`src/rtl/bgot_pkg.sv`:
```
// Shared types, codes and the walk lookup for the glyph outline tracer.
// No dependencies.
`timescale 1ns / 1ps
`default_nettype none
package bgot_pkg;

    // controller states
    typedef enum logic [2:0] {
        ST_IDLE,
        ST_BUILD,
        ST_SCAN_RD,
        ST_SCAN_EV,
        ST_WALK_RD,
        ST_WALK_EV
    } t_state;

    // where the glyph trace stands between fetches
    typedef enum logic [1:0] {
        PH_NOMAP,
        PH_SCAN,
        PH_TRACE,
        PH_DONE
    } t_phase;

    typedef enum logic [1:0] {
        HD_R,
        HD_D,
        HD_L,
        HD_U
    } t_heading;

    // command codes
    localparam logic CMD_LOAD  = 1'b0;
    localparam logic CMD_FETCH = 1'b1;

    // corner codes with a meaning of their own
    localparam logic [3:0] CODE_EMPTY = 4'h0;
    localparam logic [3:0] CODE_FULL  = 4'hF;
    localparam logic [3:0] CODE_OUTER = 4'h8;
    localparam logic [3:0] CODE_HOLE  = 4'h7;

    // point flag bits
    localparam logic [5:0] FLAG_BASE  = 6'o07;
    localparam logic [5:0] FLAG_XSAME = 6'o22;
    localparam logic [5:0] FLAG_YSAME = 6'o44;
    localparam logic [5:0] FLAG_XPOS  = 6'o20;
    localparam logic [5:0] FLAG_YPOS  = 6'o40;

    typedef struct packed {
        logic     hit;
        t_heading nd;
        logic [3:0] nc;
    } t_walk;

    // next heading and code left behind for a cell entered with heading hd
    function automatic t_walk walk_lookup(input t_heading hd, input logic [3:0] c);
        t_walk w;
        w.hit = 1'b1;
        w.nd  = hd;
        w.nc  = 4'h0;
        case (hd)
            HD_R: begin
                case (c)
                    4'd4:    w.nd = HD_D;
                    4'd6:    begin w.nd = HD_D; w.nc = 4'd2; end
                    4'd12:   w.nd = HD_R;
                    4'd14:   w.nd = HD_U;
                    default: w.hit = 1'b0;
                endcase
            end
            HD_D: begin
                case (c)
                    4'd1:    w.nd = HD_L;
                    4'd5:    w.nd = HD_D;
                    4'd9:    begin w.nd = HD_L; w.nc = 4'd8; end
                    4'd13:   w.nd = HD_R;
                    default: w.hit = 1'b0;
                endcase
            end
            HD_L: begin
                case (c)
                    4'd2:    w.nd = HD_U;
                    4'd3:    w.nd = HD_L;
                    4'd6:    begin w.nd = HD_U; w.nc = 4'd4; end
                    4'd7:    w.nd = HD_D;
                    default: w.hit = 1'b0;
                endcase
            end
            default: begin
                case (c)
                    4'd8:    w.nd = HD_R;
                    4'd9:    begin w.nd = HD_R; w.nc = 4'd1; end
                    4'd10:   w.nd = HD_U;
                    4'd11:   w.nd = HD_L;
                    default: w.hit = 1'b0;
                endcase
            end
        endcase
        return w;
    endfunction

endpackage
`default_nettype wire

```
`src/rtl/bitmap_glyph_outline_tracer_top.sv`:
```
// Glyph outline tracer: row store, corner map memory and trace controller.
// Depends on bgot_pkg and bgot_emit.
//
//  channel | direction | handshake              | fields
//  command | in        | i_start high, !o_busy  | i_command, i_row_index, i_row_bits
//  result  | out       | o_strobe, one cycle    | o_point_valid .. o_box_ymax
//
// A load gives no word. The first fetch after a load builds the corner map,
// one corner a cycle. Later fetches read each map cell walked or scanned
// from memory, then evaluate it and write it back. Synchronous active-low
// reset; the map holds no defined data until the build pass. The receiver
// cannot stall; a new command is taken while the last word is on the ports.
`timescale 1ns / 1ps
`default_nettype none
module bitmap_glyph_outline_tracer_top #(
    parameter int ROW_BITS = 18,
    parameter int ROWS     = 16,
    parameter int BASELINE = 12
) (
    input  wire logic                i_clk,
    input  wire logic                i_rst_n,
    input  wire logic                i_start,
    output logic                     o_busy,
    input  wire logic                i_command,
    input  wire logic [3:0]          i_row_index,
    input  wire logic [ROW_BITS-1:0] i_row_bits,
    output logic                     o_strobe,
    output logic                     o_point_valid,
    output logic signed [5:0]        o_delta_x,
    output logic signed [5:0]        o_delta_y,
    output logic                     o_contour_start,
    output logic [5:0]               o_point_flags,
    output logic                     o_done_res,
    output logic [7:0]               o_contour_count,
    output logic [4:0]               o_box_xmin,
    output logic [4:0]               o_box_xmax,
    output logic signed [4:0]        o_box_ymin,
    output logic signed [4:0]        o_box_ymax
);
    localparam int MAPW = ROW_BITS + 1;
    localparam int MAPH = ROWS + 1;
    localparam int MAPN = MAPW * MAPH;
    localparam int AW   = $clog2(MAPN);
    localparam int XW   = $clog2(MAPW);
    localparam int YW   = $clog2(MAPH);
    localparam int SXW  = $clog2(MAPW + 1);
    localparam int BXW  = $clog2(ROW_BITS + 3);
    localparam int RIW  = $clog2(ROWS);
    localparam int PIW  = $clog2(ROW_BITS + 2);
    localparam int DW   = $clog2(MAPW + MAPH + BASELINE + 1) + 2;

    // glyph rows and corner map
    logic [ROW_BITS-1:0] r_rows [ROWS];
    logic [3:0]          mem [MAPN];
    logic [3:0]          mem_rd;
    logic                mem_we;
    logic [AW-1:0]       mem_wa;
    logic [3:0]          mem_wd;
    logic [AW-1:0]       mem_ra;

    // control
    bgot_pkg::t_state   r_state, n_state;
    bgot_pkg::t_phase   r_phase, n_phase;
    bgot_pkg::t_heading r_heading, n_heading;
    logic [XW-1:0]  r_cx, n_cx;
    logic [YW-1:0]  r_cy, n_cy;
    logic [SXW-1:0] r_sx, n_sx;
    logic [YW-1:0]  r_sy, n_sy;
    logic [XW-1:0]  r_bx, n_bx;
    logic [YW-1:0]  r_by, n_by;
    logic [AW-1:0]  r_addr, n_addr;
    logic [7:0]     r_cnt, n_cnt;
    logic signed [DW-1:0] r_anchor_x, r_anchor_y;
    logic [ROW_BITS-1:0] r_rowa, r_rowb;
    logic [BXW-1:0] r_xmin, r_xmax;
    logic [YW-1:0]  r_ymin, r_ymax;
    logic           r_strobe;

    // emit requests
    logic           emit_pt, emit_done, emit_start, build_init, build_step;
    logic [XW-1:0]  e_x;
    logic [YW-1:0]  e_y;
    logic signed [DW-1:0] e_px, e_py;
    logic [5:0]     f_dx, f_dy, f_flags;

    // build pass corner code
    logic [ROW_BITS+1:0] wa, wb;
    logic [PIW-1:0]      pc, pp;
    logic [3:0]          bcode;
    logic                bdef;
    logic [7:0]          idx_ext;
    logic [YW:0]         by_next;
    bgot_pkg::t_walk     wk;

    assign o_busy = (r_state != bgot_pkg::ST_IDLE);

    always_comb begin
        wa      = {1'b0, r_rowa, 1'b0};
        wb      = {1'b0, r_rowb, 1'b0};
        pc      = PIW'(ROW_BITS) - PIW'(r_bx);
        pp      = pc + PIW'(1);
        bcode   = {wb[pc], wb[pp], wa[pc], wa[pp]};
        bdef    = (bcode != bgot_pkg::CODE_EMPTY) && (bcode != bgot_pkg::CODE_FULL);
        idx_ext = {4'b0, i_row_index};
        by_next = {1'b0, r_by} + (YW+1)'(1);
        wk      = bgot_pkg::walk_lookup(r_heading, mem_rd);
    end

    // next state and memory access
    always_comb begin
        n_state = r_state;  n_phase = r_phase;  n_heading = r_heading;
        n_cx = r_cx;  n_cy = r_cy;  n_sx = r_sx;  n_sy = r_sy;
        n_bx = r_bx;  n_by = r_by;  n_addr = r_addr;  n_cnt = r_cnt;
        mem_we = 1'b0;  mem_wa = r_addr;  mem_wd = 4'h0;  mem_ra = r_addr;
        emit_pt = 1'b0;  emit_done = 1'b0;  emit_start = 1'b0;
        build_init = 1'b0;  build_step = 1'b0;
        e_x = r_cx;  e_y = r_cy;
        case (r_state)
            bgot_pkg::ST_IDLE: begin
                if (i_start) begin
                    if (i_command == bgot_pkg::CMD_LOAD) begin
                        n_phase = bgot_pkg::PH_NOMAP;
                    end else begin
                        case (r_phase)
                            bgot_pkg::PH_NOMAP: begin
                                build_init = 1'b1;
                                n_bx = '0;  n_by = '0;
                                n_sx = '0;  n_sy = '0;  n_cnt = '0;
                                n_state = bgot_pkg::ST_BUILD;
                            end
                            bgot_pkg::PH_SCAN:  n_state = bgot_pkg::ST_SCAN_RD;
                            bgot_pkg::PH_TRACE: n_state = bgot_pkg::ST_WALK_RD;
                            default:            emit_done = 1'b1;
                        endcase
                    end
                end
            end
            bgot_pkg::ST_BUILD: begin
                build_step = 1'b1;
                mem_we = 1'b1;
                mem_wa = AW'(AW'(r_by) * AW'(MAPW) + AW'(r_bx));
                mem_wd = bcode;
                if (r_bx == XW'(MAPW - 1)) begin
                    n_bx = '0;
                    n_by = by_next[YW-1:0];
                    if (r_by == YW'(MAPH - 1)) begin
                        n_phase = bgot_pkg::PH_SCAN;
                        n_state = bgot_pkg::ST_IDLE;
                    end
                end else begin
                    n_bx = r_bx + XW'(1);
                end
            end
            bgot_pkg::ST_SCAN_RD: begin
                if (r_sx == SXW'(MAPW)) begin
                    n_phase = bgot_pkg::PH_DONE;
                    emit_done = 1'b1;
                    n_state = bgot_pkg::ST_IDLE;
                end else begin
                    n_addr = AW'(AW'(r_sy) * AW'(MAPW) + AW'(r_sx));
                    mem_ra = n_addr;
                    n_state = bgot_pkg::ST_SCAN_EV;
                end
            end
            bgot_pkg::ST_SCAN_EV: begin
                if (r_sy == YW'(MAPH - 1)) begin
                    n_sy = '0;
                    n_sx = r_sx + SXW'(1);
                end else begin
                    n_sy = r_sy + YW'(1);
                end
                n_state = bgot_pkg::ST_SCAN_RD;
                if (mem_rd != bgot_pkg::CODE_EMPTY && mem_rd != bgot_pkg::CODE_FULL) begin
                    mem_we = 1'b1;
                    if (mem_rd == bgot_pkg::CODE_OUTER || mem_rd == bgot_pkg::CODE_HOLE) begin
                        n_heading = (mem_rd == bgot_pkg::CODE_OUTER) ? bgot_pkg::HD_R
                                                                    : bgot_pkg::HD_D;
                        n_cx = r_sx[XW-1:0];
                        n_cy = r_sy;
                        if (r_cnt != 8'hFF) n_cnt = r_cnt + 8'd1;
                        n_phase = bgot_pkg::PH_TRACE;
                        emit_pt = 1'b1;
                        emit_start = 1'b1;
                        e_x = r_sx[XW-1:0];
                        e_y = r_sy;
                        n_state = bgot_pkg::ST_IDLE;
                    end
                end
            end
            bgot_pkg::ST_WALK_RD: begin
                if ((r_heading == bgot_pkg::HD_R && r_cx == XW'(MAPW - 1)) ||
                    (r_heading == bgot_pkg::HD_D && r_cy == YW'(MAPH - 1)) ||
                    (r_heading == bgot_pkg::HD_L && r_cx == '0) ||
                    (r_heading == bgot_pkg::HD_U && r_cy == '0)) begin
                    n_phase = bgot_pkg::PH_SCAN;
                    n_state = bgot_pkg::ST_SCAN_RD;
                end else begin
                    case (r_heading)
                        bgot_pkg::HD_R: n_cx = r_cx + XW'(1);
                        bgot_pkg::HD_D: n_cy = r_cy + YW'(1);
                        bgot_pkg::HD_L: n_cx = r_cx - XW'(1);
                        default:        n_cy = r_cy - YW'(1);
                    endcase
                    n_addr = AW'(AW'(n_cy) * AW'(MAPW) + AW'(n_cx));
                    mem_ra = n_addr;
                    n_state = bgot_pkg::ST_WALK_EV;
                end
            end
            bgot_pkg::ST_WALK_EV: begin
                if (!wk.hit) begin
                    n_phase = bgot_pkg::PH_SCAN;
                    n_state = bgot_pkg::ST_SCAN_RD;
                end else begin
                    mem_we = 1'b1;
                    mem_wd = wk.nc;
                    if (wk.nd == r_heading) begin
                        n_state = bgot_pkg::ST_WALK_RD;
                    end else begin
                        n_heading = wk.nd;
                        emit_pt = 1'b1;
                        n_state = bgot_pkg::ST_IDLE;
                    end
                end
            end
            default: n_state = bgot_pkg::ST_IDLE;
        endcase
    end

    // point formatting
    assign e_px = DW'(e_x);
    assign e_py = DW'(BASELINE) - DW'(e_y);

    bgot_emit #(.DW(DW)) u_emit (
        .i_px       (e_px),
        .i_py       (e_py),
        .i_anchor_x (r_anchor_x),
        .i_anchor_y (r_anchor_y),
        .o_delta_x  (f_dx),
        .o_delta_y  (f_dy),
        .o_flags    (f_flags)
    );

    // corner map memory
    always_ff @(posedge i_clk) begin
        if (mem_we) mem[mem_wa] <= mem_wd;
        mem_rd <= mem[mem_ra];
    end

    // control registers
    always_ff @(posedge i_clk) begin
        if (!i_rst_n) begin
            r_state   <= bgot_pkg::ST_IDLE;
            r_phase   <= bgot_pkg::PH_NOMAP;
            r_heading <= bgot_pkg::HD_R;
            r_cx <= '0;  r_cy <= '0;  r_sx <= '0;  r_sy <= '0;
            r_bx <= '0;  r_by <= '0;  r_addr <= '0;  r_cnt <= '0;
            r_anchor_x <= '0;  r_anchor_y <= '0;
            r_strobe <= 1'b0;
        end else begin
            r_state <= n_state;  r_phase <= n_phase;  r_heading <= n_heading;
            r_cx <= n_cx;  r_cy <= n_cy;  r_sx <= n_sx;  r_sy <= n_sy;
            r_bx <= n_bx;  r_by <= n_by;  r_addr <= n_addr;  r_cnt <= n_cnt;
            if (build_init) begin
                r_anchor_x <= '0;
                r_anchor_y <= '0;
            end else if (emit_pt) begin
                r_anchor_x <= e_px;
                r_anchor_y <= e_py;
            end
            r_strobe <= emit_pt || emit_done;
        end
    end

    // row store, build row window and bounding box
    always_ff @(posedge i_clk) begin
        if (!i_rst_n) begin
            for (int i = 0; i < ROWS; i++) r_rows[i] <= '0;
        end else if (r_state == bgot_pkg::ST_IDLE && i_start &&
                     i_command == bgot_pkg::CMD_LOAD && int'(idx_ext) < ROWS) begin
            r_rows[idx_ext[RIW-1:0]] <= i_row_bits;
        end
    end

    always_ff @(posedge i_clk) begin
        if (build_init) begin
            r_rowa <= '0;
            r_rowb <= r_rows[0];
            r_xmin <= BXW'(ROW_BITS + 2);
            r_xmax <= '0;
            r_ymin <= YW'(ROWS);
            r_ymax <= '0;
        end else if (build_step) begin
            if (r_bx == XW'(MAPW - 1)) begin
                r_rowa <= r_rowb;
                r_rowb <= (int'(by_next) < ROWS) ? r_rows[by_next[RIW-1:0]] : '0;
            end
            if (bdef) begin
                if (BXW'(r_bx) < r_xmin) r_xmin <= BXW'(r_bx);
                if (BXW'(r_bx) > r_xmax) r_xmax <= BXW'(r_bx);
                if (r_by < r_ymin) r_ymin <= r_by;
                if (r_by > r_ymax) r_ymax <= r_by;
            end
        end
    end

    // result word
    logic signed [DW-1:0] boxy_lo, boxy_hi;
    assign boxy_lo = DW'(BASELINE) - DW'(r_ymax);
    assign boxy_hi = DW'(BASELINE) - DW'(r_ymin);

    always_ff @(posedge i_clk) begin
        if (emit_pt) begin
            o_point_valid   <= 1'b1;
            o_delta_x       <= f_dx;
            o_delta_y       <= f_dy;
            o_contour_start <= emit_start;
            o_point_flags   <= f_flags;
            o_done_res      <= 1'b0;
            o_contour_count <= n_cnt;
            o_box_xmin      <= '0;
            o_box_xmax      <= '0;
            o_box_ymin      <= '0;
            o_box_ymax      <= '0;
        end else if (emit_done) begin
            o_point_valid   <= 1'b0;
            o_delta_x       <= '0;
            o_delta_y       <= '0;
            o_contour_start <= 1'b0;
            o_point_flags   <= '0;
            o_done_res      <= 1'b1;
            o_contour_count <= r_cnt;
            o_box_xmin      <= 5'(r_xmin);
            o_box_xmax      <= 5'(r_xmax);
            o_box_ymin      <= boxy_lo[4:0];
            o_box_ymax      <= boxy_hi[4:0];
        end
    end

    assign o_strobe = r_strobe;
endmodule
`default_nettype wire

```
`src/rtl/bgot_emit.sv`:
```
// Point formatter: delta from the anchor and six-bit short-vector flag field.
// Depends on bgot_pkg.
`timescale 1ns / 1ps
`default_nettype none
module bgot_emit #(
    parameter int DW = 8
) (
    input  wire logic signed [DW-1:0] i_px,
    input  wire logic signed [DW-1:0] i_py,
    input  wire logic signed [DW-1:0] i_anchor_x,
    input  wire logic signed [DW-1:0] i_anchor_y,
    output logic [5:0]                o_delta_x,
    output logic [5:0]                o_delta_y,
    output logic [5:0]                o_flags
);
    logic signed [DW-1:0] dx;
    logic signed [DW-1:0] dy;
    logic [5:0] f;

    // deltas, then flag bits from their signs
    always_comb begin
        dx = i_px - i_anchor_x;
        dy = i_py - i_anchor_y;
        f  = bgot_pkg::FLAG_BASE;
        if (dx == '0) f = f ^ bgot_pkg::FLAG_XSAME;
        else if (dx > 0) f = f | bgot_pkg::FLAG_XPOS;
        if (dy == '0) f = f ^ bgot_pkg::FLAG_YSAME;
        else if (dy > 0) f = f | bgot_pkg::FLAG_YPOS;
        o_delta_x = dx[5:0];
        o_delta_y = dy[5:0];
        o_flags   = f;
    end
endmodule
`default_nettype wire

```
`config.mk`:
```
export PLATFORM = sky130hd
export DESIGN_NAME = bitmap_glyph_outline_tracer_top
export DESIGN_NICKNAME = d
export VERILOG_FILES = /design/src/rtl/bgot_pkg.sv /design/src/rtl/bitmap_glyph_outline_tracer_top.sv /design/src/rtl/bgot_emit.sv
export SDC_FILE = /design/constraint.sdc
export NUM_CORES = 2
export LEC_CHECK = 0
export ABC_AREA = 1
export BUFFER_PORTS_ARGS = -buffer_cell sky130_fd_sc_hd__buf_2
export CAP_MARGIN = 25
export CORE_ASPECT_RATIO = 0.7
export CORE_UTILIZATION = 45
export DETAILED_ROUTE_END_ITERATION = 10
export GPL_ROUTABILITY_DRIVEN = 0
export PLACE_DENSITY = 0.65
export SLEW_MARGIN = 10
export SYNTH_ARGS = -nofsm -noshare
export SYNTH_HDL_FRONTEND = slang
export SYNTH_SLANG_ARGS = --single-unit
export TNS_END_PERCENT = 50
```
`constraint.sdc`:
```
create_clock -name i_clk -period 32.7 [get_ports i_clk]
set_input_delay 4.905 -clock i_clk [delete_from_list [all_inputs] [get_ports i_clk]]
set_output_delay 4.905 -clock i_clk [all_outputs]
set_load 0.01 [all_outputs]
```
==> flow_metrics.tcl <==
set metrics [dict create \
    worst_path_most_repeated_cell "nand2_1" \
    cts_tree "done" \
    ys_warn_count 0 \
    wl_mm 215 \
    rsz0062_at_grt "false" \
    hold_viol_final 0 \
    peakVddDrop_uv 48.8 \
    path_max_fanout 30 \
    cp-end-kind "flop" \
    synth_top_area_frac 0.609 \
    start_util 0.453 \
    yosysUniqueCellTypes 62 \
    grt_max_degree 199 \
    yosys_most_used_dff "edfxtp_1" \
    synth_xor_area_frac 0.00436 \
    routed_via_density 5.57 \
    grt_use_total 0.236 \
    syn_area_um2 80100 \
    synth_fa_ha_area_frac 0.0206 \
    post-route-cell-area_um2 87500 \
    tns_ns 0 \
    core-area_um2 177000 \
    async_flop_share 0 \
    synthesis.nets 8056 \
    synthMuxAreaShare 0.00225 \
    synth_common_cells "1624 x edfxtp_1, 1241 x nand2_1, 1132 x nor2_1" \
    grt_pass1_wl_mm 324 \
    fin_nets 7894 \
    max_freq_mhz 123 \
    finalSetupViolCount 0 \
    drive_above_1_share 0.0597 \
    cp.arrival_ns 8.54 \
    finalClockSkew_ns 0.0373 \
    overflow 0 \
    cap_violations 0 \
    synth_area_leaders "edfxtp_1 61%, nand3_1 6.0%, nand2_1 5.8%" \
    cts_buffer_depth 3 \
    cts.reportedPaths.clkPinSlew_ns 0.06 \
    holdCritPathClass "reg -> reg" \
    die-width_um 506 \
    numPortBuffers 75 \
    power.total_mw 5.38 \
    clockRootBuffer "clkbuf_16" \
    synth_top_cell_by_area "edfxtp_1" \
    initialDrtViolationCount 7656 \
    power-per-cell-area_nw_per_um2 61.5 \
    dieArea_um2 180000 \
    firstDrtPassIters 8 \
    worstPathRequired_ns 33.12 \
    synth_area_per_cell_um2 10.1 \
    post-route-min-period_ns 8.12 \
    area_growth_pct 9.28 \
    grt_pass1_vias 53072 \
    wl_per_cell_um 21.0 \
    instances_no_fill 10249 \
    fin_hold_ws_ns 0.460 \
    met3_length_mm 22.5 \
    rows 129 \
    leakage_nw 33.5 \
    postPlaceCellArea_um2 82100 \
    fillers 15874 \
    synthCells 7911 \
    m1WireLength_mm 95.7 \
    synth-compound-area-share 0.0684 \
    dp_cells 9935 \
    clk_latency_ns 0.82 \
    boundaryPins 77 \
    cts_sinks 1754 \
    cts_buffers 166 \
    yosys.area_share.simple 0.188 \
    ys_ff_latch 1754 \
    synth_seq_area_share 0.641 \
    top_layer "met4" \
    slew_headroom 0.257 \
    drv_slew 0 \
    post_cts_buffers 0 \
    period_share 0.248 \
    synth_most_common_cell "edfxtp_1" \
    drtAntennaViolNets 0 \
    met2_length_mm 92.2 \
    critPathMaxStageDelay_ns 0.98 \
    slowest_stage "nor3_1" \
    path_delay_family "simple AND/OR/NAND/NOR gates" \
    postCtsResizedCells 0 \
    htree_levels 4 \
    vias 57065 \
    die_height_um 355 \
    hold_buffers 0 \
    drc 0 \
    synth_top_family_by_area "simple AND/OR/NAND/NOR gates" \
    dpl.hpwl_mm 126 \
    path_buf_inv 2 \
    crit_type "in -> reg" \
    start_kind "input port" \
    tightestPinTransition_ns 1.11 \
    critical_path.cell_chain "buf_2 -> buf_4 -> nand4_1 -> nor3_1 -> nand2_1 -> nand2_1" \
    synth_edf_count 1624 \
    antenna_found_initial 1 \
    status "completed" \
]
metal layers:
| layer | track usage | vias up |
|---|---|---|
| met2 | 0.346 | 2709 |
| met3 | 0.0486 | 321 |
| met4 | 0.0626 | 0 |
| met5 | 0 | - |
| met1 | 0.353 | 27572 |
| li1 | - | 26463 |
power breakdown:
part           switching [mW]  internal [mW]
combinational           0.633          0.214
sequential             0.0416           2.56
clock                   0.862           1.07
total                    1.54           3.84
path summary, 6_finish.rpt:
| path | endpoint | slack, ns | depth (start not counted) | startpoint |
|---|---|---|---|---|
| worst max-delay path | r_rows[12][12] | 24.58 | 6 | i_rst_n |
| worst min-delay path | o_point_valid | 0.46 | 2 | o_point_valid |
| worst max register to register | mem_rd[0] | 25.28 | 22 | r_heading[0] |
| worst min register to register | o_point_valid | 0.46 | 2 | o_point_valid |
worst reg2reg max path, stage by stage (launching register included):
cell and delay, ns:
dfxtp_1 0.74, nand2_2 0.22, inv_1 0.11, fa_1 0.43
o21ai_0 0.63, fa_1 0.54, ha_1 0.29, inv_1 0.03
o21ai_1 0.37, inv_2 0.12, nand2_8 0.66, buf_4 0.75
buf_4 0.93, o21ai_1 0.22, o22ai_1 0.26, nand2_1 0.07
nand2_1 0.10, nand2_1 0.11, nand3_1 0.15, nand3_1 0.19
nand3_1 0.23, nand2_1 0.13, nand2_1 0.08
per-stage QoR:
stage | utilization | setup WS (ns)
finish | 0.495 | 24.58
global route | 0.495 | 24.42
CTS | 0.495 | 24.82
detailed placement | 0.464 | 23.95
global placement | 0.464 | 23.96
floorplan | - | 15.42
final cells by class:
type,count,area (um2),share of cell area
flip-flops and latches,1754,51400,0.587
multi-input cells,4657,22900,0.261
clock buffers,210,4420,0.0505
inverters,1016,3830,0.0438
well taps,2358,2950,0.0337
repair buffers,154,1130,0.0129
clock inverters,98,951,0.0109
diodes,2,5.00,0.0000572
registers in the layout, indices dropped and copies added (netlist names), 8 cells and up:
register	cells
r_rowa	18
r_rows	288
mem	1292
o_contour_count	8
r_rowb	18
r_addr	9
r_cnt	8
cell families after synthesis:
kind of cell	count (synthesis)
multiplexers	18
flip-flops	1754
AO/OA/AOI/OAI	957
adder cells (fa/ha/maj)	119
AND/OR/NAND/NOR	3523
XOR/XNOR	39
buffers and inverters	1500
other	1
cells in the final DEF (no fill, tap or decap), types with 14 or more instances in the layout:
| cell type | count |
|---|---|
| o21ai_1 | 175 |
| nand2_1 | 1230 |
| o32ai_1 | 41 |
| xor2_1 | 30 |
| nor2_1 | 1132 |
| a211oi_1 | 15 |
| clkbuf_1 | 35 |
| fa_1 | 21 |
| nand3_1 | 961 |
| nand4_1 | 17 |
| dfxtp_1 | 129 |
| o21ai_0 | 360 |
| nor3_1 | 33 |
| buf_2 | 75 |
| o211ai_1 | 92 |
| clkinv_2 | 32 |
| clkinv_1 | 35 |
| nand3b_1 | 98 |
| buf_4 | 69 |
| a21oi_1 | 120 |
| clkbuf_16 | 167 |
| edfxtp_1 | 1624 |
| mux2i_1 | 18 |
| inv_2 | 17 |
| o22ai_1 | 103 |
| ha_1 | 97 |
| inv_1 | 992 |
| a31oi_1 | 14 |
(Power assumes the default switching activity.)
